--- src/rtl/core/llst_pkg.sv ---
package llst_pkg;

  // table geometry
  localparam int ROWS    = 512;
  localparam int BUCKETS = 65;
  localparam int NMET    = 3;
  localparam int SLOTS   = ROWS * NMET;
  localparam int HDEPTH  = SLOTS * BUCKETS;

  localparam int ROW_AW  = (ROWS > 1) ? $clog2(ROWS) : 1;
  localparam int SLOT_AW = $clog2(SLOTS);
  localparam int HIST_AW = $clog2(HDEPTH);
  localparam int BK_W    = $clog2(BUCKETS);

  // field widths
  localparam int OP_W     = 2;
  localparam int ROW_W    = 9;
  localparam int NS_W     = 64;
  localparam int DEPTH_W  = 16;
  localparam int MSEL_W   = 2;
  localparam int PCT_W    = 7;
  localparam int PROD_W   = NS_W + PCT_W;
  localparam int BLEN_W   = 7;

  localparam int IN_DATA_W  = 168;
  localparam int OUT_DATA_W = 592;

  // operation codes
  localparam logic [OP_W-1:0] OP_RECORD  = 2'd0;
  localparam logic [OP_W-1:0] OP_TRYFAIL = 2'd1;
  localparam logic [OP_W-1:0] OP_QUERY   = 2'd2;

  // metric codes
  localparam logic [MSEL_W-1:0] MET_WAIT = 2'd0;
  localparam logic [MSEL_W-1:0] MET_HOLD = 2'd1;
  localparam logic [MSEL_W-1:0] MET_REC  = 2'd2;

  // count * percent above this means the target does not fit in 64 bits
  localparam logic [PROD_W-1:0] HUGE_LIM =
    PROD_W'(64'hFFFF_FFFF_FFFF_FFFF) * PROD_W'(100);

  // controller to datapath commands
  typedef struct packed {
    logic capture;
    logic clr_step;
    logic set_metric_first;
    logic set_metric_wait;
    logic bl_stage;
    logic bk_stage;
    logic base_ld;
    logic ctr_rd;
    logic tot_rd;
    logic hist_rd_bk;
    logic hist_rd_walk;
    logic ctr_wr_rec;
    logic ctr_wr_fail;
    logic met_wr;
    logic walk_init;
    logic walk_acc;
    logic walk_next;
    logic prod_ld;
    logic pct_zero;
    logic pct_max;
    logic pct_bucket;
    logic out_load;
  } llst_cmd_t;

  // datapath to controller status
  typedef struct packed {
    logic            clr_last;
    logic [OP_W-1:0] op;
    logic            row_ok;
    logic            rec;
    logic            cont;
    logic            metric_ok;
    logic            cnt_zero;
    logic            huge;
    logic            hit;
    logic            bidx_last;
    logic            out_free;
  } llst_sts_t;

endpackage

--- src/rtl/core/llst_ctrl.sv ---
module llst_ctrl
  import llst_pkg::*;
(
  input  logic      clk,
  input  logic      rst_n,
  input  logic      in_tvalid,
  output logic      in_tready,
  output llst_cmd_t cmd,
  input  llst_sts_t sts
);

  localparam logic [3:0] S_CLEAR = 4'd0;
  localparam logic [3:0] S_IDLE  = 4'd1;
  localparam logic [3:0] S_DEC   = 4'd2;
  localparam logic [3:0] S_R_BL  = 4'd3;
  localparam logic [3:0] S_R_BK  = 4'd4;
  localparam logic [3:0] S_R_RD  = 4'd5;
  localparam logic [3:0] S_R_WR  = 4'd6;
  localparam logic [3:0] S_F_RD  = 4'd7;
  localparam logic [3:0] S_F_WR  = 4'd8;
  localparam logic [3:0] S_Q_RD  = 4'd9;
  localparam logic [3:0] S_Q_LD  = 4'd10;
  localparam logic [3:0] S_Q_CHK = 4'd11;
  localparam logic [3:0] S_W_ACC = 4'd12;
  localparam logic [3:0] S_W_CMP = 4'd13;
  localparam logic [3:0] S_Q_OUT = 4'd14;

  logic [3:0] state_r, state_nxt;
  logic       second_r, second_nxt;

  assign in_tready = (state_r == S_IDLE);

  // state and pass registers
  always_ff @(posedge clk) begin
    if (!rst_n) begin
      state_r  <= S_CLEAR;
      second_r <= 1'b0;
    end else begin
      state_r  <= state_nxt;
      second_r <= second_nxt;
    end
  end

  // next state and commands
  always_comb begin
    cmd        = '0;
    state_nxt  = state_r;
    second_nxt = second_r;
    unique case (state_r)
      S_CLEAR: begin
        cmd.clr_step = 1'b1;
        if (sts.clr_last) state_nxt = S_IDLE;
      end
      S_IDLE: begin
        if (in_tvalid) begin
          cmd.capture = 1'b1;
          state_nxt   = S_DEC;
        end
      end
      S_DEC: begin
        unique case (sts.op)
          OP_RECORD: begin
            if (sts.row_ok) begin
              cmd.set_metric_first = 1'b1;
              second_nxt           = 1'b0;
              state_nxt            = S_R_BL;
            end else begin
              state_nxt = S_IDLE;
            end
          end
          OP_TRYFAIL: state_nxt = sts.row_ok ? S_F_RD : S_IDLE;
          OP_QUERY: begin
            if (sts.row_ok) begin
              cmd.set_metric_first = 1'b1;
              state_nxt            = S_Q_RD;
            end else begin
              state_nxt = S_Q_OUT;
            end
          end
          default: state_nxt = S_IDLE;
        endcase
      end
      // record: one pass per metric touched
      S_R_BL: begin
        cmd.bl_stage = 1'b1;
        cmd.base_ld  = 1'b1;
        state_nxt    = S_R_BK;
      end
      S_R_BK: begin
        cmd.bk_stage = 1'b1;
        state_nxt    = S_R_RD;
      end
      S_R_RD: begin
        cmd.ctr_rd     = 1'b1;
        cmd.tot_rd     = 1'b1;
        cmd.hist_rd_bk = 1'b1;
        state_nxt      = S_R_WR;
      end
      S_R_WR: begin
        cmd.met_wr     = 1'b1;
        cmd.ctr_wr_rec = !second_r;
        if (!second_r && !sts.rec && sts.cont) begin
          second_nxt          = 1'b1;
          cmd.set_metric_wait = 1'b1;
          state_nxt           = S_R_BL;
        end else begin
          state_nxt = S_IDLE;
        end
      end
      // trylock failure
      S_F_RD: begin
        cmd.ctr_rd = 1'b1;
        state_nxt  = S_F_WR;
      end
      S_F_WR: begin
        cmd.ctr_wr_fail = 1'b1;
        state_nxt       = S_IDLE;
      end
      // query
      S_Q_RD: begin
        cmd.ctr_rd    = 1'b1;
        cmd.tot_rd    = 1'b1;
        cmd.base_ld   = 1'b1;
        cmd.walk_init = 1'b1;
        state_nxt     = S_Q_LD;
      end
      S_Q_LD: begin
        cmd.hist_rd_walk = 1'b1;
        cmd.prod_ld      = 1'b1;
        state_nxt        = S_Q_CHK;
      end
      S_Q_CHK: begin
        if (!sts.metric_ok || sts.cnt_zero) begin
          cmd.pct_zero = 1'b1;
          state_nxt    = S_Q_OUT;
        end else if (sts.huge) begin
          cmd.pct_max = 1'b1;
          state_nxt   = S_Q_OUT;
        end else begin
          state_nxt = S_W_ACC;
        end
      end
      S_W_ACC: begin
        cmd.walk_acc = 1'b1;
        state_nxt    = S_W_CMP;
      end
      S_W_CMP: begin
        if (sts.hit) begin
          cmd.pct_bucket = 1'b1;
          state_nxt      = S_Q_OUT;
        end else if (sts.bidx_last) begin
          cmd.pct_max = 1'b1;
          state_nxt   = S_Q_OUT;
        end else begin
          cmd.walk_next    = 1'b1;
          cmd.hist_rd_walk = 1'b1;
          state_nxt        = S_W_ACC;
        end
      end
      S_Q_OUT: begin
        if (sts.out_free) begin
          cmd.out_load = 1'b1;
          state_nxt    = S_IDLE;
        end
      end
      default: state_nxt = S_CLEAR;
    endcase
  end

endmodule

--- config.mk ---
export PLATFORM = sky130hd
export DESIGN_NAME = llst_ctrl
export DESIGN_NICKNAME = d
export VERILOG_FILES = /design/src/rtl/core/llst_pkg.sv /design/src/rtl/core/llst_ctrl.sv
export SDC_FILE = /design/constraint.sdc
export NUM_CORES = 1
export LEC_CHECK = 0
export CORE_MARGIN = 8
export CORE_UTILIZATION = 35
export CTS_BUF_LIST = sky130_fd_sc_hd__clkbuf_4 sky130_fd_sc_hd__clkbuf_8
export CTS_CLUSTER_SIZE = 10
export DETAILED_ROUTE_END_ITERATION = 12
export DONT_BUFFER_PORTS = 1
export GPL_ROUTABILITY_DRIVEN = 0
export GPL_TIMING_DRIVEN = 0
export PLACE_DENSITY_LB_ADDON = 0.15
export RECOVER_POWER = 100
export SYNTH_ARGS = -nofsm -noshare
export SYNTH_HDL_FRONTEND = slang
export SYNTH_SLANG_ARGS = --single-unit
--- constraint.sdc ---
create_clock -name clk -period 3.3 [get_ports clk]
set_input_delay 0 -clock clk [delete_from_list [all_inputs] [get_ports clk]]
set_output_delay 0 -clock clk [all_outputs]
set_load 0.005 [all_outputs]
Yosys cells after proc, flatten, opt, wreduce, memory -nomap -nowiden

Cells that the tools add are included.

Flip-flop bits (word level): 5
Bits of input ports: 15
Output and inout bits: 23
Logic and storage cells: 91

Eq/ne operators: 22
Multiplexer cells: 52
Reductions and logical operators: 15

Operators with widths:

| cell               | number |
|---|---|
| $pmux 4 s15        | 1 |
| $mux 1             | 36 |
| $eq 4x4->1 const B | 7 |
| $mux 4             | 5 |
| $eq 4x3->1 const B | 4 |
| $pmux 4 s3         | 1 |
| $ne 2x2->1 const B | 5 |
| $eq 4x2->1 const B | 2 |
| $mux 2             | 4 |
| $mux 3             | 2 |
| $pmux 1 s2         | 3 |
| $reduce_or 2->1    | 3 |
| $eq 4x1->1 const B | 1 |
| $logic_not 4->1    | 1 |
| $reduce_and 4->1   | 1 |
| $logic_not 1->1    | 3 |
| $reduce_and 3->1   | 1 |
| $reduce_or 3->1    | 1 |
| $eq 2x1->1 const B | 1 |
| $eq 2x2->1 const B | 1 |
| $logic_and 1x1->1  | 2 |
| $logic_not 2->1    | 1 |
| $ne 2x1->1 const B | 1 |
| $reduce_bool 2->1  | 1 |
| $logic_or 1x1->1   | 1 |

Logic depth before layout (Yosys ltp)

Word-level depth: 5
Depth in mapped cells: 6
Gate-level depth less buffers: 4

Least setup slack after synthesis

No wires, ideal clock.

Path kind: register to register
Start point: register state_r[1]
End point: register state_r[1]
Library setup time: 0.116 ns
Data arrival time: 1.368 ns
Data required time: 3.184 ns
Path slack: 1.816 ns
Stages on the path, launching flop included: 6
Path buffers: 1
Period minus slack after synthesis: 1.484 ns
Cell sequence: dfxtp_1 > buf_6 > nor4bb_4 > and3_4 > or4_1 > o211a_1

Cells in the longest elaborated chain, start to end: 3
Elaborated cells between the ends (all ways): 20
Those cells by class: eq/ne: 17; mux: 1; reduce/logical: 2

Ends and longest elaborated chain:

| what                                     | RTL line        | RTL |
|---|---|---|
| from (decl)                              | llst_ctrl.sv:28 | `logic [3:0] state_r, state_nxt;` |
| from (signal assigned)                   | llst_ctrl.sv:39 | `state_r <= state_nxt;` |
| $eq 4x4->1, or another cell as far along | llst_ctrl.sv:49 | `unique case (state_r)` |
| $ne 2x2->1 (no source line)              | --              |  |
| $reduce_and 3->1 (no source line)        | --              |  |

Several ways; a longest one is shown, not always the timed one.
A chain may end at the register's enable or synchronous reset.

==> flow_results.org <==
** Global routing
- Fraction of met1 tracks used by global routing :: 0.142
- Total global routing overflow :: 0
- Met2 Resource Use GR :: 0.174
- GR Layer Usage met3 :: 0.0618
- The via count of the first global-routing pass was 655.
- Wire length of the first global-routing pass :: 3.11 mm
- Entering global routing, the biggest net connects 11 pins.
- In the global route stage, overall resource usage came out at 0.115.
- Most crowded layer after global routing :: met2
- Number of antenna violations at the first check in global routing :: 0

** Final layout
- The filler cells instantiated in the layout total 192.
- Most frequent standard cell in the layout excluding fill and tap cells :: nor2_1
- The final layout contains 111 nets.
- Commonest non-fill, non-tap cells in the layout :: nor2_1, inv_1, nor3_1
- The number of antenna diodes in the final layout is 0.
- Of the cells placed in the final design, the portion with a size suffix greater than 1 is 0.126.
- Area added between synthesis and finish :: 7.35%
- Final core occ :: 0.390

** Floorplanning
- Die extent in x :: 57.9 um
- The initial utilization of the core area, before any placement, comes to 0.363.
- Height of the die :: 57.9 um
- Floorplan row count :: 15
- I/O pin total :: 38
- In this run the standard cell core region covers 0.00169 sq mm.
- The floorplan step defined a die boundary enclosing 0.00335 sq mm.

** Route
- Remaining routing DRC violations :: 0
- 1st-iter DRT viols :: 11
- Using the TritonRoute via totals, the vias-per-cell ratio works out to 5.75.
- DRT antenna net count :: 0
- Drt pass-1 iters :: 4
- The final route contains 644 vias.
- After detailed routing, the total wire length is 1.87 mm.
- Routed wirelength normalized by instance count :: 16.7 um

** Timing
- Max frequency :: 523 MHz
- Clock skew on the completed layout was measured at 0.00101 ns.
- At the pin with the least slew margin, the transition time is 0.419 ns.
- Post-route setup TNS :: 0 ns
- Slew headroom :: 0.718
- Total setup violations reported at the end of the flow :: 0
- Shortest clock period the worst path allows after layout :: 1.91 ns
- The max-slew violation count was 0.
- Setup repair after global routing left no endpoint under its margin.
- The tightest hold path in the finished design has a slack of 0.0478 ns.
- Final hold violation count :: 0
- In the finished design, the share of the clock period the worst path needs comes to 0.580.

** Worst setup path
- Flop2flop setup slack :: 1.40 ns
- The signal on the critical path passes through clkbuf_1 -> clkbuf_1 -> nand2b_1 -> nor2_1 -> or2_2.
- STA classifies the critical path endpoint as a primary output.
- On the critical path, the stage with the largest delay is an instance of clkbuf_1.
- Crit Reg-Reg Startpoint :: state_r[1]$_SDFFE_PN0P_
- STA classifies the critical path startpoint as a register.
- Crit path kind :: register to primary output
- The worst register-to-register path ends at second_r$_SDFFE_PN0P_.
- Path depth of the worst reg2reg path :: 6
- In this design, the critical path's most frequently occurring cell is clkbuf_1.
- Arrival @ worst endpoint :: 1.91 ns
- Of all nets on the critical path, the largest fanout is 10.
- Largest stage delay on the critical path :: 0.36 ns
- STA puts the critical path data required time at 3.30 ns.

** Clock network
- Total of hold buffers inserted after clock tree synthesis :: 3
- CTS H-Tree Depth :: 1
- Clock Sinks :: 5
- CTS Buf Count :: 3
- Clock-pin slew on the worst setup and hold paths :: 0.04 ns
- TritonCTS built the clock tree.
- Resize count post-CTS :: 0
- Clock Path Buffers :: 2
- The later pin in the worst-skew pair is clocked with a latency of 0.25 ns.
- Post-CTS repair timing setup buffer count :: 0
- In this run the clock root is driven by a clkbuf_4.

** Job
- Max-cap check violation count :: 0

** Pwr
- For this design the static power due to leakage is 0.252 nW.
- Overall power consumption :: 195 uW
- The worst-case IR drop observed on VDD is 0.136 mV.
- Cell Pwr Density :: 296 mW/mm^2

** Synth
- Post-synthesis cell count :: 88
- Share of flip-flops with an asynchronous set or reset :: 0
- Counting every net in the synthesized netlist gives 103.
- Share of synthesized area occupied by flip-flops and latches :: 0.163
- In this run, synthesis produced a sequential element count of 5.
- After synthesis, the mean cell area works out to 6.97 sq um.
- Synthesis Warnings :: 0
- Total standard cell area after synthesis :: 613 sq um
- The synthesized design contains 0 enable-type register cells.
- Distinct cell type count of the synthesized netlist :: 35
- Main flop type after synthesis :: dfxtp_1

** Worst hold path
- Kind of path behind the tightest hold check :: input port to primary output
- The startpoint identified for the worst hold timing path is sts[2].
- Along the worst hold path, the cell count comes to 1.
- For hold timing, the worst endpoint is cmd[5].

** Place
- The HPWL after detailed placement is 1.47 mm.
- Port buffering added 0 buffers.

** Status
- The run finished with clean final reports.
==> cells in the mapped netlist, types with 3 or more instances <==
| master | n | share of area |
|---|---|---|
| nand2_1 | 3 | 0.018 |
| nor3_1 | 8 | 0.065 |
| o21ai_0 | 3 | 0.024 |
| or2_2 | 3 | 0.031 |
| inv_1 | 9 | 0.055 |
| buf_2 | 3 | 0.024 |
| dfxtp_1 | 5 | 0.16 |
| nor2_1 | 14 | 0.086 |
| nand2b_1 | 5 | 0.051 |
==> power by group <==
group / leakage, nW / internal, mW / total [mW] / switching [mW]
combinational: 0.193 / 0.0201 / 0.0507 / 0.0307
sequential: 0.0407 / 0.0631 / 0.0638 / 0.000688
clock: 0.0184 / 0.0540 / 0.0806 / 0.0266
total: 0.252 / 0.137 / 0.195 / 0.0579
==> kinds of logic after synthesis <==
| group | count (synthesis) | synth area share |
|---|---|---|
| DFF | 5 | 0.163 |
| and+or+nand+nor | 47 | 0.453 |
| buffers and inverters | 17 | 0.143 |
| muxes | 2 | 0.0327 |
| AOI/OAI and AO/OA | 17 | 0.208 |
==> flip-flops by register name (all words and copies together) (netlist names) <==
register and flops:
state_r 4, second_r 1
==> routing by layer <==
metal	wire length [um]	vias to the layer above
met5	0	-
met4	0	0
met3	184	0
met2	837	31
met1	850	289
li1	-	324
==> worst max-delay path by stage <==
| stage | from | endpoint | cells after the start |
|---|---|---|---|
| after floorplan | state_r[1]$_SDFFE_PN0P_ | state_r[1]$_SDFFE_PN0P_ | 5 |
| after global placement | state_r[2]$_SDFFE_PN0P_ | second_r$_SDFFE_PN0P_ | 6 |
| after detailed placement | state_r[2]$_SDFFE_PN0P_ | second_r$_SDFFE_PN0P_ | 6 |
| after CTS | state_r[0]$_SDFFE_PN0P_ | cmd[11] | 5 |
| after global routing | state_r[1]$_SDFFE_PN0P_ | second_r$_SDFFE_PN0P_ | 6 |
| final | state_r[0]$_SDFFE_PN0P_ | cmd[11] | 5 |
==> stage by stage <==
step / setup slack [ns] / instances / area [sq um]
6_report: 1.39 / 112 / 658
5_1_grt: 1.18 / 112 / 658
4_1_cts: 1.64 / 112 / 694
3_5_place_dp: 1.72 / 105 / 634
3_3_place_gp: 1.73 / 105 / 634
2_1_floorplan: 1.82 / 88 / 613
==> critical path: cells and delay by family, from the launching register on <==
kind	cells	cell delay, ns
buffers and inverters	2	0.64
DFF	1	0.30
and+or+nand+nor	3	0.74
==> layout make-up <==
class / count / area [sq um] / share of cell area
Multi-Input combinational cell: 66 / 400 / 0.608
Sequential cell: 5 / 100 / 0.152
Buffer: 8 / 42.5 / 0.0646
Inverter: 9 / 33.8 / 0.0513
Clock buffer: 4 / 30.0 / 0.0456
Timing Repair Buffer: 3 / 30.0 / 0.0456
Tap cell: 17 / 21.3 / 0.0323
Note: power is estimated with default switching activity, not from simulation.
